--- src/hdl/stepdir_pkg.sv ---
// Shared types and constants for the step/direction pulse generator.
// No dependencies.
package stepdir_pkg;

  // Default widths for the top level parameters
  localparam int DELAY_WIDTH_DEF    = 24;
  localparam int POSITION_WIDTH_DEF = 32;
  localparam int COUNT_WIDTH        = 32;

  // Timing limits
  localparam logic [31:0] MIN_HALF_PERIOD   = 32'd2;
  localparam logic [31:0] RESET_HALF_PERIOD = 32'd5000;

  typedef enum logic [1:0] {
    OP_TICK       = 2'd0,
    OP_MOVE       = 2'd1,
    OP_STOP       = 2'd2,
    OP_SET_ENABLE = 2'd3
  } op_t;

  typedef enum logic [1:0] {
    ST_OK      = 2'd0,
    ST_INVALID = 2'd1,
    ST_BUSY    = 2'd2
  } status_t;

  typedef enum logic [2:0] {
    REG_CONTROL_MODE   = 3'd0,
    REG_MICROSTEP_CODE = 3'd1,
    REG_HOLD_AFTER     = 3'd2,
    REG_DEFAULT_HALF   = 3'd3,
    REG_ENABLE_POL     = 3'd4
  } cfg_reg_t;

endpackage

--- src/hdl/stepper_step_dir_pulse_generator_core.sv ---
// Step/direction pulse generator, one motor channel.
// Depends on stepdir_pkg.
//
// Channel  | Ports                       | Direction
// in       | in_valid / in_ready + item  | command or tick into the block
// out      | out_valid / out_ready + res | one result per item, state after it
// cfg      | cfg_we, cfg_index, cfg_wdata| register write, no handshake
//
// Each item goes through an input register and then a result register; one item
// per cycle is sustained while the result side keeps out_ready high.
// The state update for an item is a single pass of parallel adds and compares.
// Synchronous active-low reset clears state and restores register defaults.
// A stalled result stops the input register from draining; the input register
// still takes one more item, so ready falls only with both registers full.
module stepper_step_dir_pulse_generator_core
  import stepdir_pkg::*;
#(
  parameter int DELAY_WIDTH    = DELAY_WIDTH_DEF,
  parameter int POSITION_WIDTH = POSITION_WIDTH_DEF
) (
  input  logic                             clk,
  input  logic                             rst_n,
  // input channel
  input  logic                             in_valid,
  output logic                             in_ready,
  input  logic [1:0]                       in_operation,
  input  logic                             in_direction,
  input  logic [COUNT_WIDTH-1:0]           in_step_count,
  input  logic [DELAY_WIDTH-1:0]           in_step_delay,
  input  logic                             in_keep_enabled,
  input  logic                             in_enable_value,
  // result channel
  output logic                             out_valid,
  input  logic                             out_ready,
  output logic [1:0]                       out_status,
  output logic                             out_busy_res,
  output logic                             out_step_pin,
  output logic                             out_dir_pin,
  output logic                             out_enable_pin,
  output logic [2:0]                       out_mode_pins,
  output logic [COUNT_WIDTH-1:0]           out_steps_done,
  output logic signed [POSITION_WIDTH-1:0] out_position,
  // configuration
  input  logic                             cfg_we,
  input  logic [2:0]                       cfg_index,
  input  logic [DELAY_WIDTH-1:0]           cfg_wdata
);

  // Configuration registers
  logic                   ctrl_mode_r;
  logic [2:0]             microstep_r;
  logic                   hold_after_r;
  logic [DELAY_WIDTH-1:0] default_half_r;
  logic                   en_pol_high_r;

  // Input register
  logic                   in_valid_r;
  op_t                    in_op_r;
  logic                   in_dir_r;
  logic [COUNT_WIDTH-1:0] in_count_r;
  logic [DELAY_WIDTH-1:0] in_delay_r;
  logic                   in_keep_r;
  logic                   in_en_val_r;

  // Channel state
  logic                      moving_r,   moving_nxt;
  logic                      motor_en_r, motor_en_nxt;
  logic                      dir_r,      dir_nxt;
  logic                      stop_r,     stop_nxt;
  logic                      keep_r,     keep_nxt;
  logic [DELAY_WIDTH-1:0]    half_r,     half_nxt;
  logic [DELAY_WIDTH-1:0]    phase_r,    phase_nxt;
  logic                      pulse_r,    pulse_nxt;
  logic [COUNT_WIDTH-1:0]    target_r,   target_nxt;
  logic [COUNT_WIDTH-1:0]    done_r,     done_nxt;
  logic [POSITION_WIDTH-1:0] pos_r,      pos_nxt;
  status_t                   status_nxt;

  // Result register
  logic                      out_valid_r;
  status_t                   res_status_r;
  logic                      res_busy_r;
  logic                      res_step_r;
  logic                      res_dir_r;
  logic                      res_en_r;
  logic [2:0]                res_mode_r;
  logic [COUNT_WIDTH-1:0]    res_done_r;
  logic [POSITION_WIDTH-1:0] res_pos_r;

  logic                      advance;
  logic                      process;
  logic [DELAY_WIDTH-1:0]    phase_inc;
  logic [COUNT_WIDTH-1:0]    done_inc;
  logic [DELAY_WIDTH-1:0]    eff_delay;

  // Handshake: result register drains, input register refills behind it
  assign advance  = !out_valid_r || out_ready;
  assign process  = in_valid_r && advance;
  assign in_ready = !in_valid_r || advance;

  // Configuration writes
  always_ff @(posedge clk) begin
    if (!rst_n) begin
      ctrl_mode_r    <= 1'b0;
      microstep_r    <= 3'd0;
      hold_after_r   <= 1'b0;
      default_half_r <= DELAY_WIDTH'(RESET_HALF_PERIOD);
      en_pol_high_r  <= 1'b1;
    end else if (cfg_we) begin
      unique case (cfg_reg_t'(cfg_index))
        REG_CONTROL_MODE:   ctrl_mode_r    <= cfg_wdata[0];
        REG_MICROSTEP_CODE: microstep_r    <= cfg_wdata[2:0];
        REG_HOLD_AFTER:     hold_after_r   <= cfg_wdata[0];
        REG_DEFAULT_HALF:   default_half_r <= cfg_wdata;
        REG_ENABLE_POL:     en_pol_high_r  <= cfg_wdata[0];
        default: ;
      endcase
    end
  end

  // Input register
  always_ff @(posedge clk) begin
    if (!rst_n) begin
      in_valid_r <= 1'b0;
    end else if (in_ready) begin
      in_valid_r <= in_valid;
    end
  end

  always_ff @(posedge clk) begin
    if (in_valid && in_ready) begin
      in_op_r     <= op_t'(in_operation);
      in_dir_r    <= in_direction;
      in_count_r  <= in_step_count;
      in_delay_r  <= in_step_delay;
      in_keep_r   <= in_keep_enabled;
      in_en_val_r <= in_enable_value;
    end
  end

  assign phase_inc = phase_r + DELAY_WIDTH'(1);
  assign done_inc  = done_r + COUNT_WIDTH'(1);
  assign eff_delay = (in_delay_r == '0) ? default_half_r : in_delay_r;

  // State update for one item
  always_comb begin
    moving_nxt   = moving_r;
    motor_en_nxt = motor_en_r;
    dir_nxt      = dir_r;
    stop_nxt     = stop_r;
    keep_nxt     = keep_r;
    half_nxt     = half_r;
    phase_nxt    = phase_r;
    pulse_nxt    = pulse_r;
    target_nxt   = target_r;
    done_nxt     = done_r;
    pos_nxt      = pos_r;
    status_nxt   = ST_OK;
    case (in_op_r)
      OP_TICK: begin
        if (moving_r) begin
          if (phase_inc < half_r) begin
            phase_nxt = phase_inc;
          end else begin
            phase_nxt = '0;
            if (pulse_r) begin
              pulse_nxt = 1'b0;
            end else begin
              // low half over: one step finished
              done_nxt = done_inc;
              pos_nxt  = dir_r ? pos_r - POSITION_WIDTH'(1) : pos_r + POSITION_WIDTH'(1);
              if (done_inc >= target_r || stop_r) begin
                moving_nxt = 1'b0;
                pulse_nxt  = 1'b0;
                stop_nxt   = 1'b0;
                if (!keep_r || stop_r) begin
                  motor_en_nxt = 1'b0;
                end
              end else begin
                pulse_nxt = 1'b1;
              end
            end
          end
        end
      end
      OP_MOVE: begin
        if (in_count_r == '0) begin
          status_nxt = ST_INVALID;
        end else if (moving_r) begin
          status_nxt = ST_BUSY;
        end else if ({{(32-DELAY_WIDTH){1'b0}}, eff_delay} < MIN_HALF_PERIOD) begin
          status_nxt = ST_INVALID;
        end else begin
          moving_nxt   = 1'b1;
          stop_nxt     = 1'b0;
          done_nxt     = '0;
          target_nxt   = in_count_r;
          dir_nxt      = in_dir_r;
          keep_nxt     = in_keep_r || hold_after_r;
          half_nxt     = eff_delay;
          phase_nxt    = '0;
          pulse_nxt    = 1'b1;
          motor_en_nxt = 1'b1;
        end
      end
      OP_STOP: begin
        if (moving_r) begin
          stop_nxt = 1'b1;
        end else begin
          motor_en_nxt = 1'b0;
        end
      end
      OP_SET_ENABLE: begin
        if (moving_r) begin
          status_nxt = ST_BUSY;
        end else begin
          motor_en_nxt = in_en_val_r;
        end
      end
      default: ;
    endcase
  end

  // Channel state registers
  always_ff @(posedge clk) begin
    if (!rst_n) begin
      moving_r   <= 1'b0;
      motor_en_r <= 1'b0;
      dir_r      <= 1'b0;
      stop_r     <= 1'b0;
      keep_r     <= 1'b0;
      half_r     <= '0;
      phase_r    <= '0;
      pulse_r    <= 1'b0;
      target_r   <= '0;
      done_r     <= '0;
      pos_r      <= '0;
    end else if (process) begin
      moving_r   <= moving_nxt;
      motor_en_r <= motor_en_nxt;
      dir_r      <= dir_nxt;
      stop_r     <= stop_nxt;
      keep_r     <= keep_nxt;
      half_r     <= half_nxt;
      phase_r    <= phase_nxt;
      pulse_r    <= pulse_nxt;
      target_r   <= target_nxt;
      done_r     <= done_nxt;
      pos_r      <= pos_nxt;
    end
  end

  // Result register
  always_ff @(posedge clk) begin
    if (!rst_n) begin
      out_valid_r <= 1'b0;
    end else if (advance) begin
      out_valid_r <= in_valid_r;
    end
  end

  always_ff @(posedge clk) begin
    if (process) begin
      res_status_r <= status_nxt;
      res_busy_r   <= moving_nxt;
      res_step_r   <= moving_nxt && pulse_nxt;
      res_dir_r    <= dir_nxt;
      res_en_r     <= en_pol_high_r ? motor_en_nxt : !motor_en_nxt;
      res_mode_r   <= ctrl_mode_r ? microstep_r : 3'd0;
      res_done_r   <= done_nxt;
      res_pos_r    <= pos_nxt;
    end
  end

  assign out_valid      = out_valid_r;
  assign out_status     = res_status_r;
  assign out_busy_res   = res_busy_r;
  assign out_step_pin   = res_step_r;
  assign out_dir_pin    = res_dir_r;
  assign out_enable_pin = res_en_r;
  assign out_mode_pins  = res_mode_r;
  assign out_steps_done = res_done_r;
  assign out_position   = $signed(res_pos_r);

endmodule

--- config.mk ---
export PLATFORM = sky130hd
export DESIGN_NAME = stepper_step_dir_pulse_generator_core
export DESIGN_NICKNAME = d
export VERILOG_FILES = /design/src/hdl/stepdir_pkg.sv /design/src/hdl/stepper_step_dir_pulse_generator_core.sv
export SDC_FILE = /design/constraint.sdc
export NUM_CORES = 1
export LEC_CHECK = 0
export BUFFER_PORTS_ARGS = -buffer_cell sky130_fd_sc_hd__buf_4
export CORE_AREA = 2 2 182 184
export DETAILED_ROUTE_END_ITERATION = 10
export DIE_AREA = 0 0 184 186
export PLACE_DENSITY_LB_ADDON = 0.15
export SLEW_MARGIN = 40
export SYNTH_ARGS = -nofsm -noshare
export SYNTH_HDL_FRONTEND = slang
export SYNTH_SLANG_ARGS = --single-unit
--- constraint.sdc ---
create_clock -name clk -period 8.6 [get_ports clk]
set_clock_uncertainty 0.2 [all_clocks]
set_input_delay 0.43 -clock clk [delete_from_list [all_inputs] [get_ports clk]]
set_output_delay 0.43 -clock clk [all_outputs]
set_load 0.05 [all_outputs]
==> results.json <==
{
  "status": "complete, no violations",
  "synth.largest_area_cell": "edfxtp_1",
  "synthTopCellsByArea": "edfxtp_1 (25%), dfxtp_1 (23%), nand2_1 (7.3%)",
  "grt_use_total_pct": 24.55,
  "p_sw_w": 0.0008583,
  "internal-power_w": 0.002628,
  "tns_ns": 0,
  "die_height_um": 186,
  "cp_data_required_time_ns": 8.79,
  "coreArea_um2": 32210,
  "synth_top_cell_area_share_pct": 25.15,
  "synthFlopType": "dfxtp_1",
  "hold_class": "in -> reg",
  "synth_area_um2": 16000,
  "worstPathMaxFanout": 9,
  "vias": 13420,
  "grt_setup_unrepaired": "no",
  "cts_resized": 0,
  "reg2reg_to": "out_enable_pin",
  "hpwl_um": 28670,
  "clk_latency_ns": 0.53,
  "grt_pass1_vias": 12570,
  "p_per_area_nw_per_um2": 177.8,
  "drv_slew": 0,
  "cts_setup_buffers": 0,
  "yosysWarningCount": 0,
  "cp.arrival_ns": 5.66,
  "worst_hold_startpoint": "out_ready",
  "ys_seq_area_share_pct": 47.93,
  "fin_hold_ws_ns": 0.09533,
  "critPathKind": "reg -> reg",
  "die-area_um2": 34220,
  "ctsHtreeMaxLevel": 2,
  "layout-drive-gt1-share_pct": 14.17,
  "r2r-start": "done_r[0]",
  "drtIter0Drc": 1171,
  "synth-seq-cells": 316,
  "leakage_nw": 7.773,
  "rows": 66,
  "start_kind": "flip-flop",
  "initial_core_util_pct": 49.67,
  "vdd_drop_max_mv": 0.1685,
  "hold_path_end": "in_valid_r",
  "synth-edff-count": 134,
  "drc": 0,
  "p_comb_share_pct": 9.5,
  "cp-end-kind": "flip-flop",
  "syn_nets": 1898,
  "synth_cell_types": 83,
  "cts_tree": "built",
  "tightest_slew_ns": 0.7963,
  "insertedDiodeCount": 0,
  "fin_crit_sh_pct": 63.70,
  "synthCells": 1717,
  "final_area_um2": 19600,
  "io_pins": 168,
  "finalPower_w": 0.003486,
  "clkPwrFrac_pct": 43.2,
  "fmax_ghz": 0.1825,
  "gr-total-overflow": 0,
  "avgSynthCellArea_um2": 9.317,
  "gp_congestion": 0.9952,
  "clock_sink_count": 316,
  "setup_violations": 0,
  "place_area_um2": 17570,
  "cts_made_buffers": 35,
  "nets": 2116,
  "vias_per_cell": 5.663,
  "maxSlewHeadroom_pct": 46.42,
  "whs_path_depth": 4,
  "antenna_left": 0,
  "cts.clk_slew.worst_paths_ns": 0.06,
  "maxCapViolCount": 0,
  "rrSetupSlack_ns": 3.12,
  "cts_hold_buf": 86,
  "grt_max_degree": 101,
  "seqPwrFrac_pct": 47.2,
  "grt_pass1_wl_um": 66690,
  "synthArstFlopShare_pct": 0,
  "antenna_found_initial": 0,
  "switching_share_pct": 24.62,
  "r2r_cells": 18,
  "routed_wl_um": 42490,
  "fillers": 2742,
  "io_buffer_count": 167,
  "die_w_um": 184,
  "drt_pass1_iterations": 5,
  "cts-root-buf": "clkbuf_16",
  "clock_path_buffers": 3,
  "wl_per_cell_um": 17.93,
  "area_growth_pct": 22.53,
  "finalHoldViolCount": 0,
  "timing.final.crit_period_ns": 5.478
}
-- area by class of cell --
| type | count | area (µm²) | area share, % |
|---|---|---|---|
| Inverter | 83 | 316.6 | 1.615 |
| Clock buffer | 49 | 998.5 | 5.094 |
| Sequential cell | 316 | 7667 | 39.12 |
| Multi-Input combinational cell | 1231 | 7702 | 39.30 |
| Tap cell | 408 | 510.5 | 2.604 |
| Clock inverter | 15 | 167.7 | 0.8554 |
| Timing Repair Buffer | 268 | 2238 | 11.42 |
-- sequential cells by signal, summed over array words and instances (netlist names), 2 cells and up --
| register | flops |
|---|---|
| phase_r | 24 |
| microstep_r | 3 |
| out_status | 2 |
| half_r | 24 |
| pos_r | 32 |
| default_half_r | 24 |
| out_steps_done | 32 |
| out_mode_pins | 3 |
| out_position | 32 |
| in_op_r | 2 |
| in_count_r | 32 |
| done_r | 32 |
| in_delay_r | 24 |
| target_r | 32 |
-- logic make-up after synthesis --
| group | after synthesis | synth area share (%) |
|---|---|---|
| AOI/OAI and AO/OA | 450 | 18.35 |
| buffers and inverters | 170 | 4.169 |
| muxes | 12 | 0.7665 |
| xor gates and xnor gates | 84 | 4.599 |
| DFF | 316 | 47.93 |
| and+or+nand+nor | 597 | 17.25 |
| adders and majority gates | 88 | 6.930 |
-- critical path, cell delays in order, from the launching register on --
cell and delay, ns:
dfxtp_1 0.48, ha_1 0.33, and3_1 0.32, nand2_1 0.12
nor4_1 0.68, and2_1 0.29, nand2_1 0.12, nor3_1 0.27
xnor2_1 0.20, inv_1 0.09, ha_1 0.29, nand4_1 0.07
or2_2 0.29, nor4_1 0.40, o2111ai_1 0.17, a21oi_1 0.15
a211o_1 0.30, or4b_1 0.46, nand3_1 0.10
-- power groups by stage --
stage | combinational [W] | sequential [W] | clock, W
global route | 0.000357 | 0.00165 | 0.00161
finish | 0.000333 | 0.00165 | 0.00151
global placement | 0.000293 | 0.00168 | 0
floorplan | 0.000136 | 0.00172 | 0
detailed placement | 0.000298 | 0.00168 | 0
CTS | 0.000330 | 0.00164 | 0.00154
-- worst max-delay path by stage --
stage | from | depth (start not counted) | endpoint
after detailed placement | done_r[0] | 18 | out_enable_pin
after CTS | phase_r[0] | 17 | pos_r[21]
after global placement | phase_r[0] | 16 | done_r[2]
after global routing | phase_r[0] | 17 | pos_r[21]
final | done_r[0] | 18 | out_enable_pin
after floorplan | phase_r[0] | 21 | out_steps_done[2]
-- per-stage QoR --
| step | instances | util [%] | worst slack, ns |
|---|---|---|---|
| after floorplan | 1717 | - | 3.962 |
| after global routing | 2370 | 60.86 | 2.668 |
| after detailed placement | 2220 | 54.56 | 3.259 |
| after CTS | 2370 | 60.85 | 3.207 |
| after global placement | 2220 | 54.45 | 3.402 |
| final | 2370 | 60.86 | 3.122 |
-- Yosys cell counts, types with 40 or more instances --
cell and number:
nand2_1 309, dfxtp_1 182, a21oi_1 153, edfxtp_1 134, ha_1 87, nor2_1 84, inv_1 81, o21ai_0 71
clkbuf_1 63, a211oi_1 54, xnor2_1 44, nand3_1 43, xor2_1 40
-- per-layer routing --
layer  global-route usage [%]  vias up  share of wire [%]
met3                    4.774       57                6.9
met2                    38.70      466                 45
met1                    34.70     6271                 46
met5                        0        -                  0
met4                    6.208        0                1.8
li1                         -     6628                  -
-- placed cells by master, fill, tap and decap left out, types with 8 or more instances in the layout --
master,count
o31ai_1,8
inv_1,81
clkbuf_16,35
nand4_1,19
or3_1,9
dlygate4sd3_1,86
xor2_1,40
buf_4,179
mux2i_1,10
nand3_1,42
a311oi_1,22
and3_1,20
nor2_1,82
a21o_1,34
ha_1,87
a211oi_1,53
a31oi_1,21
xnor2_1,44
a21oi_1,153
o211ai_1,16
nor3_1,27
and2_1,9
nand2_1,308
nand2b_1,11
edfxtp_1,134
nor3b_1,8
dfxtp_1,182
nor4_1,22
o21ai_0,71
No activity file was read; power rests on OpenSTA's default activity.
